--- src/hw/rtl/spdpid_pkg.sv ---
`timescale 1ns / 1ps
// Shared types and constants of the encoder speed loop.
// Holds the beat payload structs, command and register codes and the multiplier control struct.
package spdpid_pkg;

	localparam int GAIN_W = 24;   // stored gain width
	localparam int OP_W   = 34;   // widest PID operand: e - 2*p1 + p2
	localparam int ACC_W  = 62;   // drive plus three products, any GAIN_FRAC_BITS up to 30
	localparam int IDX_W  = 3;
	localparam int CFG_W  = 24;

	localparam int DEF_PWM_PERIOD     = 50000;
	localparam int DEF_GAIN_FRAC_BITS = 24;

	localparam logic [1:0] CMD_TICK    = 2'd0;
	localparam logic [1:0] CMD_SET_POS = 2'd1;
	localparam logic [1:0] CMD_START   = 2'd2;

	localparam logic [1:0] CLAMP_NONE = 2'd0;
	localparam logic [1:0] CLAMP_LOW  = 2'd1;
	localparam logic [1:0] CLAMP_HIGH = 2'd2;

	localparam logic [IDX_W-1:0] REG_TARGET     = 3'd0;
	localparam logic [IDX_W-1:0] REG_GAIN_PROP  = 3'd1;
	localparam logic [IDX_W-1:0] REG_GAIN_INTEG = 3'd2;
	localparam logic [IDX_W-1:0] REG_GAIN_DERIV = 3'd3;
	localparam logic [IDX_W-1:0] REG_REVERSE    = 3'd4;

	localparam logic signed [15:0]       RST_TARGET     = 16'sd5;
	localparam logic signed [GAIN_W-1:0] RST_GAIN_PROP  = 24'sd50332;
	localparam logic signed [GAIN_W-1:0] RST_GAIN_INTEG = 24'sd5033;
	localparam logic signed [GAIN_W-1:0] RST_GAIN_DERIV = 24'sd16777;

	typedef struct packed {
		logic [1:0]         command;
		logic signed [31:0] count_value;
	} item_t;

	typedef struct packed {
		logic [15:0]        compare_value;
		logic signed [31:0] measured_speed;
		logic signed [31:0] accumulated_error;
		logic [1:0]         clamp_state;
	} result_t;

	// One multiply-accumulate pass: acc (+)= mcand * signed mplr.
	typedef struct packed {
		logic                    start;
		logic                    keep_acc;
		logic signed [ACC_W-1:0] acc_init;
		logic signed [ACC_W-1:0] mcand;
		logic [GAIN_W-1:0]       mplr;
	} mac_cmd_t;

endpackage

--- src/hw/rtl/encoder_speed_pid_pwm.sv ---
`timescale 1ns / 1ps
// Encoder speed loop: incremental PID on the accumulated speed error, drive level to PWM compare.
// Depends on spdpid_pkg and the bit-serial multiply-accumulate unit spdpid_mac.
//
// One item is worked on at a time. A set position, start or unused command beat goes from
// acceptance straight to the emit state, which loads its result. A control tick passes from
// acceptance to its result beat in steps: the accepting edge registers the count change,
// then the saturating error sum and the PID operands are registered in turn, then four
// passes through the one shared bit-serial multiplier (integral, proportional and
// derivative terms, then the scaling of the clamped drive level by PWM_PERIOD), with a
// hand-over after each of the three PID passes, one step to clamp and start the scaling
// pass, one to take the compare value and one to load the result register. The
// next item can be taken the cycle after its result is loaded. The result register stands
// between the two sides, so a new item is taken while the previous result still waits;
// the block then holds before loading the next result until that one is taken.
// Configuration writes take effect at once and are expected only while no item is being
// worked on.
module encoder_speed_pid_pwm import spdpid_pkg::*; #(
	parameter int PWM_PERIOD     = DEF_PWM_PERIOD,
	parameter int GAIN_FRAC_BITS = DEF_GAIN_FRAC_BITS
) (
	input  logic             clk,
	input  logic             arst_n,
	input  logic             item_valid,
	output logic             item_ready,
	input  item_t            item,
	output logic             result_valid,
	input  logic             result_ready,
	output result_t          result,
	input  logic             cfg_we,
	input  logic [IDX_W-1:0] cfg_index,
	input  logic [CFG_W-1:0] cfg_data
);

	// Drive level is unsigned in [0, 1.0], one integer bit above the fraction.
	localparam int DRV_W = GAIN_FRAC_BITS + 1;
	localparam logic signed [ACC_W-1:0] FULL_SCALE = ACC_W'(1) <<< GAIN_FRAC_BITS;
	localparam logic [GAIN_W-1:0] PERIOD_MPLR = GAIN_W'(PWM_PERIOD);

	typedef enum logic [2:0] {
		ST_IDLE,
		ST_SUM,
		ST_OPS,
		ST_MUL,
		ST_CLAMP,
		ST_SCALE,
		ST_EMIT
	} state_t;

	// Configuration registers.
	logic signed [15:0]       target_q;
	logic signed [GAIN_W-1:0] gain_prop_q;
	logic signed [GAIN_W-1:0] gain_integ_q;
	logic signed [GAIN_W-1:0] gain_deriv_q;
	logic                     reverse_q;

	// Loop state.
	state_t             state_q;
	logic [1:0]         phase_q;
	logic [31:0]        last_count_q;
	logic signed [31:0] err_sum_q;
	logic signed [31:0] prev_err_q;
	logic signed [31:0] prev_err_two_q;
	logic [DRV_W-1:0]   drive_q;
	logic [15:0]        held_compare_q;
	logic signed [31:0] speed_q;
	logic [1:0]         clamp_q;
	logic signed [OP_W-1:0] op_p_q;
	logic signed [OP_W-1:0] op_d_q;
	logic               out_valid_q;
	result_t            out_data_q;

	// Datapath nets.
	logic [31:0]             delta;
	logic signed [34:0]      sum_wide;
	logic signed [31:0]      sum_sat;
	logic signed [OP_W-1:0]  op_i;
	logic signed [OP_W-1:0]  op_p;
	logic signed [OP_W-1:0]  op_d;
	mac_cmd_t                mac_cmd;
	logic                    mac_done;
	logic signed [ACC_W-1:0] mac_acc;
	logic [DRV_W-1:0]        drive_next;
	logic [1:0]              clamp_next;
	logic                    accept;
	logic                    out_free;

	assign accept   = item_valid && item_ready;
	assign out_free = !out_valid_q || result_ready;

	always_ff @(posedge clk or negedge arst_n) begin
		if (!arst_n) begin
			target_q     <= RST_TARGET;
			gain_prop_q  <= RST_GAIN_PROP;
			gain_integ_q <= RST_GAIN_INTEG;
			gain_deriv_q <= RST_GAIN_DERIV;
			reverse_q    <= 1'b0;
		end else if (cfg_we) begin
			case (cfg_index)
				REG_TARGET:     target_q     <= cfg_data[15:0];
				REG_GAIN_PROP:  gain_prop_q  <= cfg_data;
				REG_GAIN_INTEG: gain_integ_q <= cfg_data;
				REG_GAIN_DERIV: gain_deriv_q <= cfg_data;
				REG_REVERSE:    reverse_q    <= cfg_data[0];
				default: ;
			endcase
		end
	end

	// The count change wraps like a 32-bit counter; reverse swaps the operands.
	assign delta = reverse_q ? (last_count_q - item.count_value)
	                         : (item.count_value - last_count_q);

	// Target minus speed is exact; the new sum saturates to 32 bits.
	always_comb begin
		sum_wide = 35'(err_sum_q) + 35'(target_q) - 35'(speed_q);
		if (sum_wide > 35'sh0_7FFF_FFFF) begin
			sum_sat = 32'sh7FFF_FFFF;
		end else if (sum_wide < -35'sh0_8000_0000) begin
			sum_sat = 32'sh8000_0000;
		end else begin
			sum_sat = sum_wide[31:0];
		end
	end

	assign op_i = OP_W'(err_sum_q);
	assign op_p = OP_W'(err_sum_q) - OP_W'(prev_err_q);
	assign op_d = OP_W'(err_sum_q) - (OP_W'(prev_err_q) <<< 1) + OP_W'(prev_err_two_q);

	// The accumulator holds drive + increment after the three PID passes.
	always_comb begin
		if (mac_acc < 0) begin
			drive_next = '0;
			clamp_next = CLAMP_LOW;
		end else if (mac_acc > FULL_SCALE) begin
			drive_next = FULL_SCALE[DRV_W-1:0];
			clamp_next = CLAMP_HIGH;
		end else begin
			drive_next = mac_acc[DRV_W-1:0];
			clamp_next = CLAMP_NONE;
		end
	end

	// Multiplier passes: Ki*e onto the drive level, then Kp and Kd terms, then scaling.
	always_comb begin
		mac_cmd          = '0;
		mac_cmd.acc_init = ACC_W'(drive_q);
		case (state_q)
			ST_OPS: begin
				mac_cmd.start = 1'b1;
				mac_cmd.mcand = ACC_W'(op_i);
				mac_cmd.mplr  = gain_integ_q;
			end
			ST_MUL: begin
				mac_cmd.keep_acc = 1'b1;
				if (mac_done && phase_q == 2'd0) begin
					mac_cmd.start = 1'b1;
					mac_cmd.mcand = ACC_W'(op_p_q);
					mac_cmd.mplr  = gain_prop_q;
				end else if (mac_done && phase_q == 2'd1) begin
					mac_cmd.start = 1'b1;
					mac_cmd.mcand = ACC_W'(op_d_q);
					mac_cmd.mplr  = gain_deriv_q;
				end
			end
			ST_CLAMP: begin
				mac_cmd.start    = 1'b1;
				mac_cmd.acc_init = '0;
				mac_cmd.mcand    = ACC_W'(drive_next);
				mac_cmd.mplr     = PERIOD_MPLR;
			end
			default: ;
		endcase
	end

	spdpid_mac u_mac (
		.clk    (clk),
		.arst_n (arst_n),
		.cmd    (mac_cmd),
		.done   (mac_done),
		.acc    (mac_acc)
	);

	always_ff @(posedge clk or negedge arst_n) begin
		if (!arst_n) begin
			state_q        <= ST_IDLE;
			phase_q        <= '0;
			last_count_q   <= '0;
			err_sum_q      <= '0;
			prev_err_q     <= '0;
			prev_err_two_q <= '0;
			drive_q        <= '0;
			held_compare_q <= '0;
			speed_q        <= '0;
			clamp_q        <= CLAMP_NONE;
			op_p_q         <= '0;
			op_d_q         <= '0;
			out_valid_q    <= 1'b0;
			out_data_q     <= '0;
		end else begin
			// The result payload is loaded together with its valid.
			if (state_q == ST_EMIT && out_free) begin
				out_valid_q                  <= 1'b1;
				out_data_q.compare_value     <= held_compare_q;
				out_data_q.measured_speed    <= speed_q;
				out_data_q.accumulated_error <= err_sum_q;
				out_data_q.clamp_state       <= clamp_q;
			end else if (result_ready) begin
				out_valid_q <= 1'b0;
			end
			case (state_q)
				ST_IDLE: begin
					if (accept) begin
						clamp_q <= CLAMP_NONE;
						case (item.command)
							CMD_TICK: begin
								speed_q      <= delta;
								last_count_q <= item.count_value;
								state_q      <= ST_SUM;
							end
							CMD_SET_POS: begin
								speed_q      <= '0;
								last_count_q <= item.count_value;
								err_sum_q    <= '0;
								state_q      <= ST_EMIT;
							end
							CMD_START: begin
								speed_q   <= '0;
								err_sum_q <= '0;
								state_q   <= ST_EMIT;
							end
							default: begin
								speed_q <= '0;
								state_q <= ST_EMIT;
							end
						endcase
					end
				end
				ST_SUM: begin
					err_sum_q <= sum_sat;
					state_q   <= ST_OPS;
				end
				ST_OPS: begin
					op_p_q         <= op_p;
					op_d_q         <= op_d;
					prev_err_two_q <= prev_err_q;
					prev_err_q     <= err_sum_q;
					phase_q        <= '0;
					state_q        <= ST_MUL;
				end
				ST_MUL: begin
					if (mac_done) begin
						phase_q <= phase_q + 1'b1;
						if (phase_q == 2'd2) begin
							state_q <= ST_CLAMP;
						end
					end
				end
				ST_CLAMP: begin
					drive_q <= drive_next;
					clamp_q <= clamp_next;
					state_q <= ST_SCALE;
				end
				ST_SCALE: begin
					if (mac_done) begin
						held_compare_q <= mac_acc[GAIN_FRAC_BITS +: 16];
						state_q        <= ST_EMIT;
					end
				end
				ST_EMIT: begin
					if (out_free) begin
						state_q <= ST_IDLE;
					end
				end
				default: state_q <= ST_IDLE;
			endcase
		end
	end

	assign item_ready   = (state_q == ST_IDLE);
	assign result_valid = out_valid_q;
	assign result       = out_data_q;

endmodule

--- src/hw/rtl/spdpid_mac.sv ---
`timescale 1ns / 1ps
// Bit-serial multiply-accumulate unit: one multiplier bit per cycle, LSB first.
// Depends on spdpid_pkg for the command struct and widths.
module spdpid_mac import spdpid_pkg::*; (
	input  logic                    clk,
	input  logic                    arst_n,
	input  mac_cmd_t                cmd,
	output logic                    done,
	output logic signed [ACC_W-1:0] acc
);

	localparam int CNT_W = $clog2(GAIN_W);
	localparam logic [CNT_W-1:0] LAST_STEP = CNT_W'(GAIN_W - 1);

	logic                    busy_q;
	logic                    done_q;
	logic [CNT_W-1:0]        step_q;
	logic signed [ACC_W-1:0] acc_q;
	logic signed [ACC_W-1:0] mcand_q;
	logic [GAIN_W-1:0]       mplr_q;
	logic signed [ACC_W-1:0] addend;

	// The top multiplier bit carries negative weight.
	always_comb begin
		if (!mplr_q[0]) begin
			addend = '0;
		end else if (step_q == LAST_STEP) begin
			addend = -mcand_q;
		end else begin
			addend = mcand_q;
		end
	end

	always_ff @(posedge clk or negedge arst_n) begin
		if (!arst_n) begin
			busy_q <= 1'b0;
			done_q <= 1'b0;
			step_q <= '0;
		end else begin
			done_q <= 1'b0;
			if (cmd.start) begin
				busy_q <= 1'b1;
				step_q <= '0;
			end else if (busy_q) begin
				if (step_q == LAST_STEP) begin
					busy_q <= 1'b0;
					done_q <= 1'b1;
				end
				step_q <= step_q + 1'b1;
			end
		end
	end

	always_ff @(posedge clk) begin
		if (cmd.start) begin
			if (!cmd.keep_acc) begin
				acc_q <= cmd.acc_init;
			end
			mcand_q <= cmd.mcand;
			mplr_q  <= cmd.mplr;
		end else if (busy_q) begin
			acc_q   <= acc_q + addend;
			mcand_q <= mcand_q <<< 1;
			mplr_q  <= mplr_q >> 1;
		end
	end

	assign done = done_q;
	assign acc  = acc_q;

endmodule

--- config.mk ---
export PLATFORM = sky130hd
export DESIGN_NAME = encoder_speed_pid_pwm
export DESIGN_NICKNAME = d
export VERILOG_FILES = /design/src/hw/rtl/spdpid_pkg.sv /design/src/hw/rtl/encoder_speed_pid_pwm.sv /design/src/hw/rtl/spdpid_mac.sv
export SDC_FILE = /design/constraint.sdc
export NUM_CORES = 2
export LEC_CHECK = 0
export BUFFER_PORTS_ARGS = -buffer_cell sky130_fd_sc_hd__buf_4
export CORE_MARGIN = 2
export CORE_UTILIZATION = 40
export DETAILED_ROUTE_END_ITERATION = 6
export PLACE_DENSITY_LB_ADDON = 0.1
export SYNTH_ARGS = -nofsm -noshare
export SYNTH_HDL_FRONTEND = slang
export SYNTH_SLANG_ARGS = --single-unit
--- constraint.sdc ---
create_clock -name clk -period 8.65 [get_ports clk]
set_input_delay 1.73 -clock clk [delete_from_list [all_inputs] [get_ports clk]]
set_output_delay 1.73 -clock clk [all_outputs]
set_load 0.01 [all_outputs]
# After elaboration in Yosys (flattened, before gate mapping)
# Index checks and enable logic that the tools add are counted.
[word_totals] ff_bits=603 rom_bits=0 ramBits=0 word_cells=145 memories=0 output_inout_bits=84 latchBits=0
[classes] eq_ne=22 addsub=11 reduce_logical=31 mux=49 n_shift=0 n_div=0 mul=0 magnitude_cmp=4 n_bitwise=0
[op_table] cell="62-bit 2-to-1 mux" count=7
[op_table] cell="86-bit one-hot mux with 3 select lines" count=1
[op_table] cell="32-bit 2-to-1 mux" count=6
[op_table] cell="86-bit 2-to-1 mux" count=2
[op_table] cell="25-bit 2-to-1 mux" count=3
[op_table] cell="32-bit one-hot mux with 2 select lines" count=1
[op_table] cell="32-bit subtractor" count=2
[op_table] cell="62-bit adder" count=1
[op_table] cell="62-bit by 26-bit greater-than comparator with 1-bit output (second input constant)" count=1
[op_table] cell="62-bit by 1-bit < comparator with 1-bit output (second input constant)" count=1
[op_table] cell="62-bit negation" count=1
[op_table] cell="24-bit 2-to-1 mux" count=2
[op_table] cell="34-bit by 32-bit adder with 34-bit output" count=1
[op_table] cell="34-bit by 32-bit greater-than comparator with 1-bit output (second input constant)" count=1
[op_table] cell="34-bit by 32-bit < comparator with 1-bit output (second input constant)" count=1
[op_table] cell="32-bit by 33-bit subtractor with 34-bit output" count=1
[op_table] cell="33-bit by 32-bit subtractor with 34-bit output" count=1
[op_table] cell="32-bit by 16-bit adder with 33-bit output" count=1
[op_table] cell="32-bit by 32-bit subtractor with 33-bit output" count=1
[op_table] cell="3-bit one-hot mux with 7 select lines" count=1
[op_table] cell="2-bit AND reduction" count=10
[op_table] cell="3-bit 2-to-1 mux" count=6
[op_table] cell="3-bit by 2-bit == test with 1-bit output (second input constant)" count=4
[op_table] cell="3-bit == test (second input constant)" count=4
[op_table] cell="other kinds (22)" count=57

# Logic depth before layout (Yosys ltp)
[depth] depth_word=7 depth_mapped=24

# Modules after synthesis
# A second synthesis with hierarchy kept.
[hier_totals] hier_cells=4202 hier_area_um2=39399.0
[by_module_without_submodules] module="encoder_speed_pid_pwm" area_per_inst_um2=27804.2 seq_area_each_um2=11212.0 cells_per_inst=2986 instances=1
[by_module_without_submodules] module="spdpid_mac" area_per_inst_um2=11594.9 seq_area_each_um2=4619.4 cells_per_inst=1216 instances=1

# Worst setup path after synthesis
# No wires, ideal clock.
[synth_timing] path_kind="register to register" start="register state_q[1]" end="register u_mac.acc_q[0] (netlist: u_mac.acc[0]) (enable)" stages_incl_launch_ff=5 arrival_ps=4905 path_buffers=1 setup_slack_ps=3319 cell_sequence="dfrtp_1 clkbuf_1 nor3b_1 or3_1 and2_1"
[synth_between] elab_chain_len=5 word_cells_on_any_way=9 classes_between="eq/ne: 4; mux: 2; reduce/logical: 3"
[synth_lines] item="start: declaration" line="encoder_speed_pid_pwm.sv:58" source="state_t state_q;"
[synth_lines] item="start signal: assignment" line="encoder_speed_pid_pwm.sv:186" source="state_q <= ST_IDLE;"
[synth_lines] item="start signal: assignment" line="encoder_speed_pid_pwm.sv:219" source="state_q <= ST_SUM;"
[synth_lines] item="start signal: assignment" line="encoder_speed_pid_pwm.sv:225" source="state_q <= ST_EMIT;"
[synth_lines] item="3-bit == test / 3-bit by 2-bit == test with 1-bit output (equally long branches)" line="encoder_speed_pid_pwm.sv:148" source="case (state_q)"
[synth_lines] item="2-bit OR reduction (no line)"
[synth_lines] item="1-bit one-hot mux with 2 select lines" line="encoder_speed_pid_pwm.sv:148"
[synth_lines] item="2-bit != test (no line) / 2-bit nonzero test (equally long branches)"
[synth_lines] item="2-bit AND reduction (no line) *"
[synth_lines] item="end signal: assignment" line="spdpid_mac.sv:57" source="acc_q <= cmd.acc_init;"
[synth_lines] item="end signal: assignment" line="spdpid_mac.sv:62" source="acc_q <= acc_q + addend;"
[synth_lines] item="end: declaration" line="spdpid_mac.sv:18" source="logic signed [ACC_W-1:0] acc_q;"
# Mark *: on every way between the ends. The rest lies on a longest branch, timed or not.
# A chain may end at the register's enable or synchronous reset.

# Worst setup path after layout
[layout_timing] start="register u_mac.mcand_q[0]" end="register u_mac.acc_q[53] (netlist: u_mac.acc[53]), data pin"
[layout_between] elab_chain_len=6
[layout_lines] item="start: declaration" line="spdpid_mac.sv:19" source="logic signed [ACC_W-1:0] mcand_q;"
[layout_lines] item="start signal: assignment" line="spdpid_mac.sv:59" source="mcand_q <= cmd.mcand;"
[layout_lines] item="start signal: assignment" line="spdpid_mac.sv:63" source="mcand_q <= mcand_q <<< 1;"
[layout_lines] item="62-bit negation" line="spdpid_mac.sv:28" source="addend = -mcand_q;"
[layout_lines] item="62-bit 2-to-1 mux *" line="spdpid_mac.sv:27" source="end else if (step_q == LAST_STEP) begin"
[layout_lines] item="62-bit 2-to-1 mux *" line="spdpid_mac.sv:25" source="if (!mplr_q[0]) begin"
[layout_lines] item="62-bit adder *" line="spdpid_mac.sv:62"
[layout_lines] item="62-bit 2-to-1 mux *" line="spdpid_mac.sv:61" source="end else if (busy_q) begin"
[layout_lines] item="62-bit 2-to-1 mux *" line="spdpid_mac.sv:55" source="if (cmd.start) begin"
# Mark *: on every way between the ends. The rest lies on a longest branch, timed or not. The select of a mux whose other input is x is not followed.

==> results_dict.tcl <==
set metrics [dict create \
    status "complete, no violations" \
    drt_drc_violations_left 0 \
    fp.dieArea_sq_um 99300 \
    grt.overflow.total 0 \
    max_cap_viol_count 0 \
    leakage_power_figure_nw 20.1 \
    routed_via_density 5.40 \
    synth.yosys.warnings 0 \
    most_frequently_used_flop_master_after_synthesis "dfrtp_1" \
    netlist_instances 4079 \
    regToRegSetupSlack_ns 2.42 \
    fin_worst_skew_ns 0.0190 \
    hold_violations 0 \
    total_switching_power_w 0.00961 \
    synth.cell_area_sq_um 38700 \
    largest_net_degree_at_the_start_of_global_routing 149 \
    die_height_microns 315 \
    ctsHoldBuffers 0 \
    max_clock_buf_depth 3 \
    placement_rows 114 \
    post-synth-top-area-fraction_pct 28.0 \
    number_of_enable_type_register_cells_in_the_synthesized_netlist 148 \
    drt_wl_total_microns 111000 \
    grt_use_total_pct 22.4 \
    clk_pin_slew_ns 0.06 \
    vias_in_the_first_global_route 29300 \
    switching_share_pct 46.5 \
    power.ir.vdd_worst_mv 0.234 \
    synth_compound_gate_area_share_pct 20.5 \
    whs_ns 0.469 \
    clock_power_share_pct 15.8 \
    detail_route.iter0.violations 2013 \
    r2r-start "u_mac.mcand_q[0]" \
    cts.sink_count 602 \
    initial_core_utilization_pct 40.2 \
    layout_commonest_cell "dfrtp_1" \
    internal_power_w 0.0111 \
    tritoncts_clock_tree "built" \
    dpl.hpwl_microns 82400 \
    synth_top_family_by_area "compound AO/OA/AOI/OAI gates" \
    synthMuxAreaShare_pct 5.32 \
    synth_async_sr_flop_share_pct 75.4 \
    hold_path_class "register to register" \
    number_of_nets_produced_by_synthesis 4442 \
    layout-area-overhead-vs-synth_pct 12.6 \
    fin_crit_ns 6.23 \
    worstPathArrival_ns 6.59 \
    tritoncts.num_buffers 75 \
    numPortBuffers 149 \
    routed-via-count 29600 \
    setup_viol_count_final 0 \
    critical_path_sink_type "register" \
    design.core.area_sq_um 96300 \
    power.density_cell_area_nw_per_um2 474 \
    timing.final.max_slew_violations 0 \
    number_of_nets_at_the_end_of_the_flow 4508 \
    worst-endpoint-required_ns 9.01 \
    setup.worst_path.start "u_mac.mcand_q[0]" \
    cts_max_level 3 \
    firstDrtPassIters 5 \
    num_io_pins 150 \
    synth-xor-area-share_pct 5.22 \
    die-width_microns 315 \
    post-cts-setup-buffer-count 0 \
    antenna_found_initial 7 \
    root_buffer_cell "clkbuf_16" \
    layout_common_cells "433 x dfrtp_1, 415 x nand2_1, 352 x inv_1" \
    power.sequential.fraction_pct 25.3 \
    layout-drive-gt1-share_pct 13.2 \
    remaining_antenna_violation_count 0 \
    detail_route.wl_per_cell_microns 20.3 \
    end_of_the_critical_path "u_mac.acc[53]" \
    regToRegEndpoint "u_mac.acc[53]" \
    netlist.top_cell.by_area "dfrtp_1" \
    fmaxAchievable_ghz 0.160 \
    post-route-period-util_pct 72.1 \
    criticalPathCategory "register to register" \
    rsz0062_at_grt "false" \
    slew_headroom_pct 32.4 \
    r2r_cells 23 \
    synth.yosys.seq_area_share_pct 40.9 \
    synth_seq_cells 602 \
    post_synth_fa_ha_maj_area_fraction_pct 10.9 \
    worst-slew-pin-transition_ns 1.01 \
    wire_length_of_the_first_global_routing_pass_microns 174000 \
    post_synth_main_area_contributors "dfrtp_1 28%, edfxtp_1 11%, ha_1 7.4%, mux2_2 5.1%, o21ai_0 4.6%" \
    unique_masters_post_synth 93 \
    post_cts_resized 0 \
    mean_instance_size_in_the_synthesized_netlist_sq_um 9.49 \
    gp_routability_congestion 0.894 \
    worstSkewPairLatency_ns 0.64 \
    power.combinational.fraction_pct 59.0 \
    critical_path.max_fanout 7 \
    worstSetupStartpointType "register" \
    synth_simple_gate_area_share_pct 11.8 \
    fin_tns_setup_ns 0 \
]
cell families (layout without fill, tap and decap cells):
logic type      count (synthesis)  count (layout)
buf+inv                       551             677
mux                           184             184
simple gates                  988             988
flops                         602             602
other cells                     0               1
fa+ha+maj                     297             297
xor+xnor                      230             230
compound gates               1227            1227
Yosys cell counts, types with 125 or more instances:
library cell / instances
dfrtp_1: 433
nand2_1: 416
inv_1: 352
o21ai_0: 352
a21oi_1: 268
ha_1: 229
nor2_1: 226
mux2_2: 175
clkbuf_1: 169
edfxtp_1: 148
a21o_1: 147
xnor2_1: 125
critical path: stages, from the launching register on:
cell      delay [ns]
edfxtp_1        0.40
inv_1           0.10
ha_1            0.19
nand2b_1        0.07
or3_1           0.33
or3_1           0.39
or3_1           0.41
nand2b_1        0.23
or2_1           0.28
nor4_2          0.21
a21oi_1         0.13
xor2_1          0.17
and2_1          0.17
ha_1            0.37
and3_1          0.22
a221o_1         0.30
a211oi_1        0.27
nand3_1         0.11
o21ai_1         0.46
o21ai_1         0.19
a21oi_1         0.50
o21ai_0         0.22
xnor2_1         0.19
nor2_1          0.05
layer usage:
| metal | vias up | global-route usage [%] | routed length [microns] |
|---|---|---|---|
| met5 | - | 0 | 47 |
| met1 | 14300 | 32.2 | 53600 |
| met4 | 8 | 5.97 | 2460 |
| li1 | 14600 | - | - |
| met3 | 131 | 2.95 | 4550 |
| met2 | 539 | 35.6 | 50500 |
how the worst min path moves through the flow:
stage | start | end | slack, ns | depth (start not counted)
2_1_floorplan | op_d_q[9] | op_d_q[9] | 0.44 | 2
4_1_cts | op_d_q[9] | op_d_q[9] | 0.47 | 2
3_5_place_dp | op_d_q[9] | op_d_q[9] | 0.46 | 2
6_report | op_d_q[9] | op_d_q[9] | 0.47 | 2
3_3_place_gp | op_d_q[9] | op_d_q[9] | 0.45 | 2
5_1_grt | drive_q[0] | drive_q[0] | 0.50 | 2
sequential cells by signal, indices dropped and copies added, names as in the netlist, 16 cells and up:
signal,count
drive_q,25
prev_err_two_q,32
gain_prop_q,24
op_p_q,33
speed_q,32
u_mac.mcand_q,62
target_q,16
err_sum_q,32
held_compare_q,16
u_mac.acc,62
result,82
op_d_q,34
prev_err_q,32
u_mac.mplr_q,24
gain_deriv_q,24
gain_integ_q,24
last_count_q,32
power by group through the flow:
| stage | Clock, W | Combinational (W) | Sequential, W |
|---|---|---|---|
| detailed placement | 0 | 0.0121 | 0.00528 |
| CTS | 0.00334 | 0.0122 | 0.00524 |
| global route | 0.00346 | 0.0137 | 0.00538 |
| finish | 0.00326 | 0.0122 | 0.00523 |
| global placement | 0 | 0.0121 | 0.00527 |
| floorplan | 0 | 0.00912 | 0.00482 |
stage by stage:
stage          utilization [%]  total power [W]  cell area (sq um)  setup WS [ns]  std cells
2_1_floorplan                -           0.0139              38700           3.32       4079
3_3_place_gp              42.6           0.0174              41100           2.50       5344
3_5_place_dp              42.6           0.0174              41100           2.45       5344
4_1_cts                   45.3           0.0208              43600           2.46       5481
5_1_grt                   45.3           0.0225              43600           1.91       5482
6_report                  45.3           0.0207              43600           2.42       5482
area by class of cell:
cell class	instances	area, sq um
tap	1276	1600
multi-input combinational	2926	20900
antenna	1	2.50
fill	9397	52700
sequential	602	15800
clock inverter	34	389
timing repair buffer	187	1420
inverter	353	1330
clock buffer	103	2160
No activity file was read; power rests on OpenSTA's default activity.
